`config.mk`:
```
export PLATFORM = sky130hd
export DESIGN_NAME = periodic_center_of_mass_binner
export DESIGN_NICKNAME = d
export VERILOG_FILES = /design/src/design/pcomb_pkg.sv /design/src/design/periodic_center_of_mass_binner.sv /design/src/design/pcomb_div.sv /design/src/design/pcomb_datapath.sv /design/src/design/pcomb_ctrl.sv
export SDC_FILE = /design/constraint.sdc
export NUM_CORES = 2
export LEC_CHECK = 0
export BUFFER_PORTS_ARGS = -buffer_cell sky130_fd_sc_hd__buf_2
export CELL_PAD_IN_SITES_DETAIL_PLACEMENT = 0
export CELL_PAD_IN_SITES_GLOBAL_PLACEMENT = 2
export CORE_UTILIZATION = 46
export DETAILED_ROUTE_END_ITERATION = 12
export PLACE_DENSITY = 0.84
export SYNTH_ARGS = -nofsm -noshare
export SYNTH_HDL_FRONTEND = slang
export SYNTH_SLANG_ARGS = --single-unit
```
`constraint.sdc`:
```
create_clock -name clk -period 21.6 [get_ports clk]
set_input_delay 2.16 -clock clk [delete_from_list [all_inputs] [get_ports clk]]
set_output_delay 2.16 -clock clk [all_outputs]
set_load 0.01 [all_outputs]
```
`src/design/pcomb_pkg.sv`:
```
package pcomb_pkg;

  localparam int POS_W   = 24;
  localparam int BOX_W   = 23;
  localparam int MASS_W  = 16;
  localparam int BW_W    = 16;
  localparam int BIN_W   = 10;
  localparam int SUM_W   = 48;
  localparam int MTOT_W  = 21;
  localparam int CFG_W   = 23;
  localparam int CIDX_W  = 3;
  localparam int DVD_W   = 49;
  localparam int DVS_W   = 24;
  localparam int DCNT_W  = 6;
  localparam int P_W     = 26;
  localparam int PROD_W  = 43;

  localparam int DEF_MAX_ATOMS = 16;
  localparam int DEF_NUM_BINS  = 1024;

  localparam logic [CIDX_W-1:0] CFG_BOX_X = 3'd0;
  localparam logic [CIDX_W-1:0] CFG_BOX_Y = 3'd1;
  localparam logic [CIDX_W-1:0] CFG_BOX_Z = 3'd2;
  localparam logic [CIDX_W-1:0] CFG_PMASK = 3'd3;
  localparam logic [CIDX_W-1:0] CFG_BINW  = 3'd4;

  typedef enum logic [1:0] {
    OP_WRAP,
    OP_BIN,
    OP_COM
  } op_t;

  typedef enum logic [3:0] {
    ST_IDLE,
    ST_AXIS,
    ST_WDIV,
    ST_MUL,
    ST_ACC,
    ST_MASS,
    ST_BIN,
    ST_BDIV,
    ST_COM,
    ST_CDIV,
    ST_OUT
  } state_t;

  typedef struct packed {
    logic       load;
    logic [1:0] axis;
    logic       phase;
    op_t        op;
    logic       div_start;
    logic       capture;
    logic       p_pos;
    logic       mul;
    logic       acc;
    logic       mass_add;
    logic       bin_neg;
    logic       com_ref;
    logic       out_load;
  } cmd_t;

  typedef struct packed {
    logic [2:0] wrap_en;
    logic       full;
    logic       z_neg;
    logic       com_z_neg;
    logic       mass_zero;
    logic       last;
    logic       div_done;
    logic       out_free;
  } sts_t;

endpackage

```
`src/design/periodic_center_of_mass_binner.sv`:
```
// Periodic center-of-mass binner.
// Input channel (in_valid/in_ready): one atom word per handshake, with
// position, mass and a last_atom flag closing each molecule.
// Output channel (out_valid/out_ready): one result word per atom with the
// atom's z bin; on a molecule's last atom it also carries the center of
// mass and its z bin, with com_valid set.
// Config port (cfg_we/cfg_index/cfg_data): single-cycle register writes,
// done by the user only while the block is idle; the block does not enforce it.
// One atom is processed at a time by a shared radix-2 restoring divider.
// The divider produces one quotient bit per cycle. A molecule's last atom
// also runs the center-of-mass divisions and the center's bin. A new atom
// is accepted only once the previous atom has loaded its result register.
// Reset: config and control registers return to defaults, the next atom starts a molecule.
// A stalled receiver holds the result register; the next atom is still
// accepted and processed, and waits before its own output load.
module periodic_center_of_mass_binner #(
  parameter int MAX_ATOMS_PER_MOLECULE = pcomb_pkg::DEF_MAX_ATOMS,
  parameter int NUM_BINS               = pcomb_pkg::DEF_NUM_BINS
) (
  input  logic                                clk,
  input  logic                                rst_n,
  input  logic                                cfg_we,
  input  logic [pcomb_pkg::CIDX_W-1:0]        cfg_index,
  input  logic [pcomb_pkg::CFG_W-1:0]         cfg_data,
  input  logic                                in_valid,
  output logic                                in_ready,
  input  logic signed [pcomb_pkg::POS_W-1:0]  in_pos_x,
  input  logic signed [pcomb_pkg::POS_W-1:0]  in_pos_y,
  input  logic signed [pcomb_pkg::POS_W-1:0]  in_pos_z,
  input  logic [pcomb_pkg::MASS_W-1:0]        in_atom_mass,
  input  logic                                in_last_atom,
  output logic                                out_valid,
  input  logic                                out_ready,
  output logic [pcomb_pkg::BIN_W-1:0]         out_atom_bin,
  output logic                                out_atom_bin_out_of_range,
  output logic                                out_com_valid,
  output logic signed [pcomb_pkg::POS_W-1:0]  out_com_x,
  output logic signed [pcomb_pkg::POS_W-1:0]  out_com_y,
  output logic signed [pcomb_pkg::POS_W-1:0]  out_com_z,
  output logic [pcomb_pkg::BIN_W-1:0]         out_com_bin,
  output logic                                out_com_bin_out_of_range
);
  import pcomb_pkg::*;

  cmd_t cmd;
  sts_t sts;

  pcomb_ctrl u_ctrl (
    .clk      (clk),
    .rst_n    (rst_n),
    .in_valid (in_valid),
    .in_ready (in_ready),
    .sts      (sts),
    .cmd      (cmd)
  );

  pcomb_datapath #(
    .MAX_ATOMS_PER_MOLECULE (MAX_ATOMS_PER_MOLECULE),
    .NUM_BINS               (NUM_BINS)
  ) u_dp (
    .clk                       (clk),
    .rst_n                     (rst_n),
    .cmd                       (cmd),
    .sts                       (sts),
    .cfg_we                    (cfg_we),
    .cfg_index                 (cfg_index),
    .cfg_data                  (cfg_data),
    .in_pos_x                  (in_pos_x),
    .in_pos_y                  (in_pos_y),
    .in_pos_z                  (in_pos_z),
    .in_atom_mass              (in_atom_mass),
    .in_last_atom              (in_last_atom),
    .out_ready                 (out_ready),
    .out_valid                 (out_valid),
    .out_atom_bin              (out_atom_bin),
    .out_atom_bin_out_of_range (out_atom_bin_out_of_range),
    .out_com_valid             (out_com_valid),
    .out_com_x                 (out_com_x),
    .out_com_y                 (out_com_y),
    .out_com_z                 (out_com_z),
    .out_com_bin               (out_com_bin),
    .out_com_bin_out_of_range  (out_com_bin_out_of_range)
  );

endmodule

```
`src/design/pcomb_div.sv`:
```
module pcomb_div (
  input  logic                          clk,
  input  logic                          rst_n,
  input  logic                          start,
  input  logic [pcomb_pkg::DVD_W-1:0]   dividend,
  input  logic [pcomb_pkg::DVS_W-1:0]   divisor,
  input  logic [pcomb_pkg::DCNT_W-1:0]  steps,
  output logic                          done,
  output logic [pcomb_pkg::DVD_W-1:0]   quot,
  output logic [pcomb_pkg::DVS_W-1:0]   rem
);
  import pcomb_pkg::*;

  logic                busy_r;
  logic [DCNT_W-1:0]   cnt_r;
  logic [DVD_W-1:0]    q_r;
  logic [DVS_W-1:0]    r_r;
  logic [DVS_W-1:0]    d_r;
  logic [DVS_W:0]      trial;
  logic [DVS_W:0]      diff;

  assign trial = {r_r, q_r[DVD_W-1]};
  assign diff  = trial - {1'b0, d_r};
  assign done  = busy_r && (cnt_r == '0);
  assign quot  = q_r;
  assign rem   = r_r;

  always_ff @(posedge clk) begin
    if (!rst_n) begin
      busy_r <= 1'b0;
      cnt_r  <= '0;
    end else if (start) begin
      busy_r <= 1'b1;
      cnt_r  <= steps;
    end else if (busy_r) begin
      if (cnt_r == '0) busy_r <= 1'b0;
      else cnt_r <= cnt_r - 1'b1;
    end
  end

  always_ff @(posedge clk) begin
    if (start) begin
      q_r <= dividend;
      r_r <= '0;
      d_r <= divisor;
    end else if (busy_r && cnt_r != '0) begin
      if (!diff[DVS_W]) begin
        r_r <= diff[DVS_W-1:0];
        q_r <= {q_r[DVD_W-2:0], 1'b1};
      end else begin
        r_r <= trial[DVS_W-1:0];
        q_r <= {q_r[DVD_W-2:0], 1'b0};
      end
    end
  end

endmodule

```
`src/design/pcomb_datapath.sv`:
```
module pcomb_datapath #(
  parameter int MAX_ATOMS_PER_MOLECULE = pcomb_pkg::DEF_MAX_ATOMS,
  parameter int NUM_BINS               = pcomb_pkg::DEF_NUM_BINS
) (
  input  logic                                clk,
  input  logic                                rst_n,
  input  pcomb_pkg::cmd_t                     cmd,
  output pcomb_pkg::sts_t                     sts,
  input  logic                                cfg_we,
  input  logic [pcomb_pkg::CIDX_W-1:0]        cfg_index,
  input  logic [pcomb_pkg::CFG_W-1:0]         cfg_data,
  input  logic signed [pcomb_pkg::POS_W-1:0]  in_pos_x,
  input  logic signed [pcomb_pkg::POS_W-1:0]  in_pos_y,
  input  logic signed [pcomb_pkg::POS_W-1:0]  in_pos_z,
  input  logic [pcomb_pkg::MASS_W-1:0]        in_atom_mass,
  input  logic                                in_last_atom,
  input  logic                                out_ready,
  output logic                                out_valid,
  output logic [pcomb_pkg::BIN_W-1:0]         out_atom_bin,
  output logic                                out_atom_bin_out_of_range,
  output logic                                out_com_valid,
  output logic signed [pcomb_pkg::POS_W-1:0]  out_com_x,
  output logic signed [pcomb_pkg::POS_W-1:0]  out_com_y,
  output logic signed [pcomb_pkg::POS_W-1:0]  out_com_z,
  output logic [pcomb_pkg::BIN_W-1:0]         out_com_bin,
  output logic                                out_com_bin_out_of_range
);
  import pcomb_pkg::*;

  localparam int CW = $clog2(MAX_ATOMS_PER_MOLECULE + 1);
  localparam logic [CW-1:0]    MAX_CNT  = CW'(MAX_ATOMS_PER_MOLECULE);
  localparam logic [23:0]      BIN_LAST = 24'(NUM_BINS - 1);
  localparam logic signed [SUM_W-1:0] SUM_MAX = {1'b0, {(SUM_W-1){1'b1}}};
  localparam logic signed [SUM_W-1:0] SUM_MIN = {1'b1, {(SUM_W-1){1'b0}}};
  localparam logic signed [POS_W-1:0] POS_MAX = {1'b0, {(POS_W-1){1'b1}}};
  localparam logic signed [POS_W-1:0] POS_MIN = {1'b1, {(POS_W-1){1'b0}}};

  logic [BOX_W-1:0]        box_r [3];
  logic [2:0]              pmask_r;
  logic [BW_W-1:0]         bw_r;

  logic signed [POS_W-1:0] pos_r [3];
  logic signed [POS_W-1:0] ref_r [3];
  logic signed [SUM_W-1:0] sum_r [3];
  logic signed [POS_W-1:0] com_r [3];
  logic [MASS_W-1:0]       mass_r;
  logic                    last_r;
  logic                    first_r;
  logic [MTOT_W-1:0]       mtot_r;
  logic [CW-1:0]           cnt_r;
  logic signed [P_W-1:0]   p_r;
  logic signed [PROD_W-1:0] prod_r;
  logic [BIN_W-1:0]        abin_r, cbin_r;
  logic                    aoor_r, coor_r;
  logic                    out_valid_r;

  logic [BIN_W-1:0]        o_abin_r, o_cbin_r;
  logic                    o_aoor_r, o_coor_r, o_cv_r;
  logic signed [POS_W-1:0] o_cx_r, o_cy_r, o_cz_r;

  logic signed [POS_W:0]   d_w;
  logic [POS_W:0]          a_w;
  logic [P_W-1:0]          wdvd;
  logic [BOX_W-1:0]        box_w;
  logic signed [SUM_W-1:0] s_w;
  logic [SUM_W-1:0]        sa_w;
  logic [DVD_W-1:0]        cdvd;
  logic signed [POS_W-1:0] zb_w;
  logic [BW_W-1:0]         wb_w;
  logic [DVD_W-1:0]        dvd;
  logic [DVS_W-1:0]        dvs;
  logic [DCNT_W-1:0]       steps;
  logic                    div_done;
  logic [DVD_W-1:0]        div_quot;
  logic [DVS_W-1:0]        div_rem;
  logic signed [POS_W:0]   rd_w;
  logic signed [P_W-1:0]   rs_w;
  logic signed [P_W-1:0]   pw_w;
  logic signed [SUM_W:0]   sum49;
  logic [MTOT_W:0]         m22;
  logic [23:0]             bq;
  logic                    boor;
  logic signed [POS_W-1:0] cq_w;
  logic signed [MASS_W:0]  mass_s;

  assign box_w = box_r[cmd.axis];
  assign d_w   = {pos_r[cmd.axis][POS_W-1], pos_r[cmd.axis]}
               - {ref_r[cmd.axis][POS_W-1], ref_r[cmd.axis]};
  assign a_w   = d_w[POS_W] ? (POS_W+1)'(-d_w) : d_w;
  assign wdvd  = {a_w, 1'b0} + {3'b0, box_w};
  assign s_w   = sum_r[cmd.axis];
  assign sa_w  = s_w[SUM_W-1] ? SUM_W'(-s_w) : s_w;
  assign cdvd  = {sa_w, 1'b0} + {{(DVD_W-MTOT_W){1'b0}}, mtot_r};
  assign zb_w  = cmd.phase ? com_r[2] : pos_r[2];
  assign wb_w  = (bw_r == '0) ? BW_W'(1) : bw_r;

  always_comb begin
    case (cmd.op)
      OP_WRAP: begin
        dvd   = {wdvd, {(DVD_W-P_W){1'b0}}};
        dvs   = {box_w, 1'b0};
        steps = DCNT_W'(P_W);
      end
      OP_BIN: begin
        dvd   = {zb_w, {(DVD_W-POS_W){1'b0}}};
        dvs   = {{(DVS_W-BW_W){1'b0}}, wb_w};
        steps = DCNT_W'(POS_W);
      end
      OP_COM: begin
        dvd   = cdvd;
        dvs   = {{(DVS_W-MTOT_W-1){1'b0}}, mtot_r, 1'b0};
        steps = DCNT_W'(DVD_W);
      end
      default: begin
        dvd   = '0;
        dvs   = '0;
        steps = '0;
      end
    endcase
  end

  pcomb_div u_div (
    .clk      (clk),
    .rst_n    (rst_n),
    .start    (cmd.div_start),
    .dividend (dvd),
    .divisor  (dvs),
    .steps    (steps),
    .done     (div_done),
    .quot     (div_quot),
    .rem      (div_rem)
  );

  // minimum image offset is (rem - box) / 2
  assign rd_w  = $signed({1'b0, div_rem}) - $signed({2'b0, box_w});
  assign rs_w  = $signed({rd_w[POS_W], rd_w}) >>> 1;
  assign pw_w  = {{2{ref_r[cmd.axis][POS_W-1]}}, ref_r[cmd.axis]}
               + (d_w[POS_W] ? -rs_w : rs_w);
  assign mass_s = $signed({1'b0, mass_r});
  assign sum49 = {s_w[SUM_W-1], s_w} + {{(SUM_W+1-PROD_W){prod_r[PROD_W-1]}}, prod_r};
  assign m22   = {1'b0, mtot_r} + {{(MTOT_W+1-MASS_W){1'b0}}, mass_r};
  assign bq    = div_quot[23:0];
  assign boor  = bq > BIN_LAST;

  always_comb begin
    if (s_w[SUM_W-1]) begin
      if (div_quot > DVD_W'(24'h800000)) cq_w = POS_MIN;
      else cq_w = POS_W'(-div_quot[POS_W-1:0]);
    end else begin
      if (div_quot > DVD_W'(24'h7FFFFF)) cq_w = POS_MAX;
      else cq_w = div_quot[POS_W-1:0];
    end
  end

  always_ff @(posedge clk) begin
    if (!rst_n) begin
      box_r[0] <= BOX_W'(4096);
      box_r[1] <= BOX_W'(4096);
      box_r[2] <= BOX_W'(4096);
      pmask_r  <= 3'b111;
      bw_r     <= BW_W'(205);
    end else if (cfg_we) begin
      case (cfg_index)
        CFG_BOX_X: box_r[0] <= cfg_data[BOX_W-1:0];
        CFG_BOX_Y: box_r[1] <= cfg_data[BOX_W-1:0];
        CFG_BOX_Z: box_r[2] <= cfg_data[BOX_W-1:0];
        CFG_PMASK: pmask_r  <= cfg_data[2:0];
        CFG_BINW:  bw_r     <= cfg_data[BW_W-1:0];
        default: ;
      endcase
    end
  end

  always_ff @(posedge clk) begin
    if (!rst_n) begin
      first_r     <= 1'b1;
      out_valid_r <= 1'b0;
    end else begin
      if (cmd.load) first_r <= 1'b0;
      if (cmd.out_load) begin
        first_r     <= last_r;
        out_valid_r <= 1'b1;
      end else if (out_ready) begin
        out_valid_r <= 1'b0;
      end
    end
  end

  always_ff @(posedge clk) begin
    if (cmd.load) begin
      pos_r[0] <= in_pos_x;
      pos_r[1] <= in_pos_y;
      pos_r[2] <= in_pos_z;
      mass_r   <= in_atom_mass;
      last_r   <= in_last_atom;
      if (first_r) begin
        ref_r[0] <= in_pos_x;
        ref_r[1] <= in_pos_y;
        ref_r[2] <= in_pos_z;
        for (int i = 0; i < 3; i++) sum_r[i] <= '0;
        mtot_r <= '0;
        cnt_r  <= '0;
      end
    end
    if (cmd.p_pos) p_r <= {{2{pos_r[cmd.axis][POS_W-1]}}, pos_r[cmd.axis]};
    if (cmd.mul) prod_r <= p_r * mass_s;
    if (cmd.acc) begin
      if (sum49[SUM_W] != sum49[SUM_W-1])
        sum_r[cmd.axis] <= sum49[SUM_W] ? SUM_MIN : SUM_MAX;
      else
        sum_r[cmd.axis] <= sum49[SUM_W-1:0];
    end
    if (cmd.mass_add) begin
      mtot_r <= m22[MTOT_W] ? {MTOT_W{1'b1}} : m22[MTOT_W-1:0];
      cnt_r  <= cnt_r + 1'b1;
    end
    if (cmd.bin_neg) begin
      if (cmd.phase) begin
        cbin_r <= '0;
        coor_r <= 1'b1;
      end else begin
        abin_r <= '0;
        aoor_r <= 1'b1;
      end
    end
    if (cmd.com_ref) com_r[cmd.axis] <= ref_r[cmd.axis];
    if (cmd.capture) begin
      case (cmd.op)
        OP_WRAP: p_r <= pw_w;
        OP_BIN: begin
          if (cmd.phase) begin
            cbin_r <= boor ? BIN_LAST[BIN_W-1:0] : bq[BIN_W-1:0];
            coor_r <= boor;
          end else begin
            abin_r <= boor ? BIN_LAST[BIN_W-1:0] : bq[BIN_W-1:0];
            aoor_r <= boor;
          end
        end
        OP_COM: com_r[cmd.axis] <= cq_w;
        default: ;
      endcase
    end
    if (cmd.out_load) begin
      o_abin_r <= abin_r;
      o_aoor_r <= aoor_r;
      o_cv_r   <= last_r;
      o_cx_r   <= last_r ? com_r[0] : '0;
      o_cy_r   <= last_r ? com_r[1] : '0;
      o_cz_r   <= last_r ? com_r[2] : '0;
      o_cbin_r <= last_r ? cbin_r : '0;
      o_coor_r <= last_r & coor_r;
    end
  end

  always_comb begin
    for (int i = 0; i < 3; i++) sts.wrap_en[i] = pmask_r[i] && (box_r[i] != '0);
    sts.full      = cnt_r >= MAX_CNT;
    sts.z_neg     = pos_r[2][POS_W-1];
    sts.com_z_neg = com_r[2][POS_W-1];
    sts.mass_zero = mtot_r == '0;
    sts.last      = last_r;
    sts.div_done  = div_done;
    sts.out_free  = !out_valid_r || out_ready;
  end

  assign out_valid                 = out_valid_r;
  assign out_atom_bin              = o_abin_r;
  assign out_atom_bin_out_of_range = o_aoor_r;
  assign out_com_valid             = o_cv_r;
  assign out_com_x                 = o_cx_r;
  assign out_com_y                 = o_cy_r;
  assign out_com_z                 = o_cz_r;
  assign out_com_bin               = o_cbin_r;
  assign out_com_bin_out_of_range  = o_coor_r;

endmodule

```
`src/design/pcomb_ctrl.sv`:
```
module pcomb_ctrl (
  input  logic              clk,
  input  logic              rst_n,
  input  logic              in_valid,
  output logic              in_ready,
  input  pcomb_pkg::sts_t   sts,
  output pcomb_pkg::cmd_t   cmd
);
  import pcomb_pkg::*;

  state_t     state_r, state_nxt;
  logic [1:0] axis_r, axis_nxt;
  logic       phase_r, phase_nxt;

  always_ff @(posedge clk) begin
    if (!rst_n) begin
      state_r <= ST_IDLE;
      axis_r  <= '0;
      phase_r <= 1'b0;
    end else begin
      state_r <= state_nxt;
      axis_r  <= axis_nxt;
      phase_r <= phase_nxt;
    end
  end

  always_comb begin
    state_nxt = state_r;
    axis_nxt  = axis_r;
    phase_nxt = phase_r;
    in_ready  = 1'b0;
    cmd       = '0;
    cmd.axis  = axis_r;
    cmd.phase = phase_r;
    cmd.op    = OP_WRAP;
    case (state_r)
      ST_IDLE: begin
        in_ready = 1'b1;
        if (in_valid) begin
          cmd.load  = 1'b1;
          axis_nxt  = '0;
          phase_nxt = 1'b0;
          state_nxt = ST_AXIS;
        end
      end
      ST_AXIS: begin
        if (sts.full) begin
          state_nxt = ST_BIN;
        end else if (sts.wrap_en[axis_r]) begin
          cmd.div_start = 1'b1;
          state_nxt     = ST_WDIV;
        end else begin
          cmd.p_pos = 1'b1;
          state_nxt = ST_MUL;
        end
      end
      ST_WDIV: begin
        if (sts.div_done) begin
          cmd.capture = 1'b1;
          state_nxt   = ST_MUL;
        end
      end
      ST_MUL: begin
        cmd.mul   = 1'b1;
        state_nxt = ST_ACC;
      end
      ST_ACC: begin
        cmd.acc = 1'b1;
        if (axis_r == 2'd2) begin
          state_nxt = ST_MASS;
        end else begin
          axis_nxt  = axis_r + 1'b1;
          state_nxt = ST_AXIS;
        end
      end
      ST_MASS: begin
        cmd.mass_add = 1'b1;
        state_nxt    = ST_BIN;
      end
      ST_BIN, ST_BDIV: begin
        cmd.op = OP_BIN;
        if (state_r == ST_BIN && (phase_r ? sts.com_z_neg : sts.z_neg)) begin
          cmd.bin_neg = 1'b1;
        end else if (state_r == ST_BIN) begin
          cmd.div_start = 1'b1;
          state_nxt     = ST_BDIV;
        end else if (sts.div_done) begin
          cmd.capture = 1'b1;
        end
        if (cmd.bin_neg || cmd.capture) begin
          if (!phase_r && sts.last) begin
            axis_nxt  = '0;
            state_nxt = ST_COM;
          end else begin
            state_nxt = ST_OUT;
          end
        end
      end
      ST_COM, ST_CDIV: begin
        cmd.op = OP_COM;
        if (state_r == ST_COM && sts.mass_zero) begin
          cmd.com_ref = 1'b1;
        end else if (state_r == ST_COM) begin
          cmd.div_start = 1'b1;
          state_nxt     = ST_CDIV;
        end else if (sts.div_done) begin
          cmd.capture = 1'b1;
        end
        if (cmd.com_ref || cmd.capture) begin
          if (axis_r == 2'd2) begin
            phase_nxt = 1'b1;
            state_nxt = ST_BIN;
          end else begin
            axis_nxt  = axis_r + 1'b1;
            state_nxt = ST_COM;
          end
        end
      end
      ST_OUT: begin
        if (sts.out_free) begin
          cmd.out_load = 1'b1;
          state_nxt    = ST_IDLE;
        end
      end
      default: state_nxt = ST_IDLE;
    endcase
  end

endmodule
```
==> impl_metrics.prom <==
# TYPE chip_impl_metric gauge
chip_impl_info{name="clockRootBuffer",value="sky130_fd_sc_hd__clkbuf_16"} 1
chip_impl_metric{name="final_gp_congestion",unit=""} 0.957
chip_impl_metric{name="wl_per_cell",unit="µm"} 24.9
chip_impl_info{name="run_status",value="completed"} 1
chip_impl_metric{name="synth.yosys.warnings",unit=""} 0
chip_impl_metric{name="final_net_count",unit=""} 7015
chip_impl_metric{name="final_layout_size_suffix_gt1_share",unit="%"} 9.23
chip_impl_metric{name="holdBufCountCts",unit=""} 0
chip_impl_metric{name="cts.path.max_buffers",unit=""} 3
chip_impl_metric{name="slew_margin_rel",unit="%"} 15.2
chip_impl_metric{name="grt_pass1_vias",unit=""} 45600
chip_impl_metric{name="floorplan.die.height",unit="µm"} 368
chip_impl_metric{name="report.final.slew_viol_count",unit=""} 0
chip_impl_metric{name="post_synth_inst_count",unit=""} 6030
chip_impl_info{name="clock_tree_from_tritoncts",value="built"} 1
chip_impl_metric{name="clkTransAtPathRegs",unit="ps"} 60
chip_impl_metric{name="critical_path.max_fanout",unit=""} 48
chip_impl_info{name="yosysTopAreaCell",value="sky130_fd_sc_hd__edfxtp_1"} 1
chip_impl_metric{name="hpwlAfterDp",unit="µm"} 150000
chip_impl_metric{name="drt-total-wl",unit="µm"} 199000
chip_impl_metric{name="finalCritPeriodShare",unit="%"} 41.9
chip_impl_metric{name="globalRouteTotalUtil",unit="%"} 29.4
chip_impl_metric{name="placeableCoreArea",unit="µm²"} 133000
chip_impl_metric{name="pin_count_of_the_biggest_net_entering_global_routing",unit=""} 86
chip_impl_metric{name="ys_seq_elements",unit=""} 840
chip_impl_metric{name="finalHoldWorstSlack",unit="ps"} 409
chip_impl_metric{name="routed_antenna_nets",unit=""} 0
chip_impl_metric{name="final_sum_of_negative_setup_slack",unit="ps"} 0
chip_impl_info{name="grt_setup_unrepaired",value="false"} 1
chip_impl_info{name="leading_cell_type_in_the_layout_fill_and_taps_excluded",value="sky130_fd_sc_hd__edfxtp_1"} 1
chip_impl_info{name="path_class",value="register to register"} 1
chip_impl_metric{name="num_rows",unit=""} 134
chip_impl_metric{name="yosys.cell_types.count",unit=""} 92
chip_impl_metric{name="post-cts-setup-buffer-count",unit=""} 0
chip_impl_metric{name="num_io_pins",unit=""} 217
chip_impl_metric{name="htreeDepth",unit=""} 3
chip_impl_metric{name="avgSynthCellArea",unit="µm²"} 10.2
chip_impl_info{name="worst_hold_path_type",value="register to register"} 1
chip_impl_metric{name="overflow",unit=""} 0
chip_impl_metric{name="synth_edf_count",unit=""} 731
chip_impl_metric{name="drt_drc_violations_left",unit=""} 0
chip_impl_metric{name="critical_path_arrival",unit="ps"} 9620
chip_impl_metric{name="max_slew.worst_pin.slew",unit="ps"} 1260
chip_impl_metric{name="grt_pass1_wl",unit="µm"} 296000
chip_impl_metric{name="clock_insertion_delay_worst_skew",unit="ps"} 740
chip_impl_metric{name="antenna_violations_before_repair",unit=""} 11
chip_impl_metric{name="dp.cells",unit=""} 7835
chip_impl_metric{name="die_area",unit="µm²"} 136000
chip_impl_metric{name="synthesis.area",unit="µm²"} 61700
chip_impl_metric{name="hold_violations",unit=""} 0
chip_impl_metric{name="total_iterations_of_the_first_detailed_routing_run",unit=""} 6
chip_impl_info{name="cp-end-kind",value="register"} 1
chip_impl_metric{name="layout-area-overhead-vs-synth",unit="%"} 10.1
chip_impl_metric{name="per_cell_via_count_in_the_routed_design",unit=""} 5.76
chip_impl_info{name="setup.worst_path.start_class",value="register"} 1
chip_impl_metric{name="drt_iter0_markers",unit=""} 3985
chip_impl_metric{name="timing.fmax",unit="MHz"} 110
chip_impl_metric{name="worst_clock_skew",unit="ps"} 40.2
chip_impl_metric{name="io_buffer_count",unit=""} 216
chip_impl_metric{name="async_flop_share",unit="%"} 0
chip_impl_metric{name="finalWorstPathRequiredPeriod",unit="ps"} 9050
chip_impl_metric{name="max_cap_violations",unit=""} 0
chip_impl_metric{name="mappedNetlistNets",unit=""} 6882
chip_impl_metric{name="via_count",unit=""} 46200
chip_impl_metric{name="cts_resized",unit=""} 0
chip_impl_metric{name="cts_made_buffers",unit=""} 94
chip_impl_metric{name="clock-sinks",unit=""} 840
chip_impl_metric{name="worstPathRequired",unit="ps"} 22170
chip_impl_metric{name="layoutNonFillerInstCount",unit=""} 8012
chip_impl_metric{name="synth-seq-area-share",unit="%"} 39.1
chip_impl_info{name="layout.cells.most_common_list",value="sky130_fd_sc_hd__edfxtp_1 (731), sky130_fd_sc_hd__inv_1 (643), sky130_fd_sc_hd__nand2_1 (601)"} 1
chip_impl_metric{name="finalSetupViolCount",unit=""} 0
chip_impl_info{name="synth-main-ff-cell",value="sky130_fd_sc_hd__edfxtp_1"} 1
chip_impl_metric{name="die_width",unit="µm"} 368
chip_impl_info{name="leading_post_synthesis_cells_by_cell_area",value="sky130_fd_sc_hd__edfxtp_1 (36%), sky130_fd_sc_hd__fa_1 (13%), sky130_fd_sc_hd__ha_1 (6.5%)"} 1
chip_impl_metric{name="floorplan.initialDensity",unit="%"} 46.3
chip_impl_metric{name="synth_top_area_share",unit="%"} 35.6
layout make-up:
class / instances / area, µm²
Fill cell: 12200 / 65300
Multi-Input combinational cell: 4270 / 34200
Sequential cell: 840 / 24100
Inverter: 648 / 2430
Clock buffer: 107 / 2420
Tap cell: 1768 / 2210
Timing Repair Buffer: 309 / 1780
Clock inverter: 69 / 767
Antenna cell: 1 / 2.50
kinds of logic (layout without fill, tap and decap cells):
group,count (synthesis),count (layout),synth area share [%]
buffers and inverters,920,1133,5.69
and+or+nand+nor,1719,1719,13.7
xor gates and xnor gates,326,326,4.62
other,0,1,0
adders and majority gates,732,732,19.9
muxes,202,202,4.28
AOI/OAI and AO/OA,1291,1291,12.8
DFF,840,840,39.1
final timing paths:
kind | start | end | slack, ps | depth (start not counted)
min reg2reg | u_dp.aoor_r | u_dp.out_atom_bin_out_of_range | 410 | 0
max | register | u_dp.p_r[25] | 12550 | 25
max reg2reg | register | u_dp.p_r[25] | 12550 | 25
min | u_dp.aoor_r | u_dp.out_atom_bin_out_of_range | 410 | 0
cell usage after synthesis (46+ instances only):
cell type / instances
sky130_fd_sc_hd__a21o_1: 108
sky130_fd_sc_hd__a21oi_1: 312
sky130_fd_sc_hd__fa_1: 413
sky130_fd_sc_hd__nor3_1: 101
sky130_fd_sc_hd__and2_1: 271
sky130_fd_sc_hd__xnor2_1: 200
sky130_fd_sc_hd__nand2b_1: 46
sky130_fd_sc_hd__inv_1: 647
sky130_fd_sc_hd__mux2i_1: 148
sky130_fd_sc_hd__edfxtp_1: 731
sky130_fd_sc_hd__dfxtp_1: 109
sky130_fd_sc_hd__clkbuf_1: 236
sky130_fd_sc_hd__nand2_1: 605
sky130_fd_sc_hd__ha_1: 319
sky130_fd_sc_hd__nand3_1: 97
sky130_fd_sc_hd__xor2_1: 126
sky130_fd_sc_hd__nor2_1: 301
sky130_fd_sc_hd__o21ai_0: 477
sky130_fd_sc_hd__a31oi_1: 46
state kept, by name, summed over array words and instances (netlist names), 6 cells and up, named ones only:
register / count
u_dp.sum_r: 192
u_dp.com_r: 72
u_dp.pos_r: 72
u_dp.ref_r: 72
u_dp.box_r: 69
u_dp.u_div.quot: 49
u_dp.prod_r: 43
u_dp.p_r: 26
u_dp.out_com_x: 24
u_dp.out_com_y: 24
u_dp.out_com_z: 24
u_dp.u_div.d_r: 24
u_dp.u_div.rem: 24
u_dp.mtot_r: 21
u_dp.bw_r: 16
u_dp.mass_r: 16
u_dp.abin_r: 10
u_dp.cbin_r: 10
u_dp.out_atom_bin: 10
u_dp.out_com_bin: 10
u_dp.u_div.cnt_r: 6
per-stage QoR:
stage                     instance area (µm²)  worst slack, ps  util [%]
final                                   68000            12550      51.0
after global routing                    68000            11960      51.0
after CTS                               68000            12680      51.0
after detailed placement                64800            12770      48.6
after global placement                  64800            12780      48.6
after floorplan                         61700            13280         -
critical path: stages, from the launching register on:
cell	delay (ps)
sky130_fd_sc_hd__dfxtp_4	700
sky130_fd_sc_hd__buf_4	750
sky130_fd_sc_hd__mux2i_1	160
sky130_fd_sc_hd__o21ai_0	940
sky130_fd_sc_hd__fa_1	380
sky130_fd_sc_hd__nor2b_1	70
sky130_fd_sc_hd__o2111ai_1	380
sky130_fd_sc_hd__a311o_1	310
sky130_fd_sc_hd__a211o_1	180
sky130_fd_sc_hd__a31oi_1	120
sky130_fd_sc_hd__a211oi_1	500
sky130_fd_sc_hd__o221a_2	680
sky130_fd_sc_hd__o21ai_0	310
sky130_fd_sc_hd__ha_1	350
sky130_fd_sc_hd__a21o_1	120
sky130_fd_sc_hd__a21oi_1	110
sky130_fd_sc_hd__o21ai_0	390
sky130_fd_sc_hd__a21oi_1	150
sky130_fd_sc_hd__o41ai_1	610
sky130_fd_sc_hd__a21boi_0	300
sky130_fd_sc_hd__a21oi_1	350
sky130_fd_sc_hd__nand4_1	180
sky130_fd_sc_hd__a31oi_1	240
sky130_fd_sc_hd__xnor2_1	160
sky130_fd_sc_hd__xnor2_1	150
sky130_fd_sc_hd__mux2i_1	90
metal layers:
metal,GRT usage [%],wire length (µm),vias to the layer above
li1,-,-,21300
met1,38.1,83100,23100
met2,49.6,97500,1399
met3,3.93,10700,305
met4,11.6,8050,8
met5,0,51,-
Power is not shown: default switching activity piles up to over one toggle a cycle in this logic, so the estimate is an artifact.
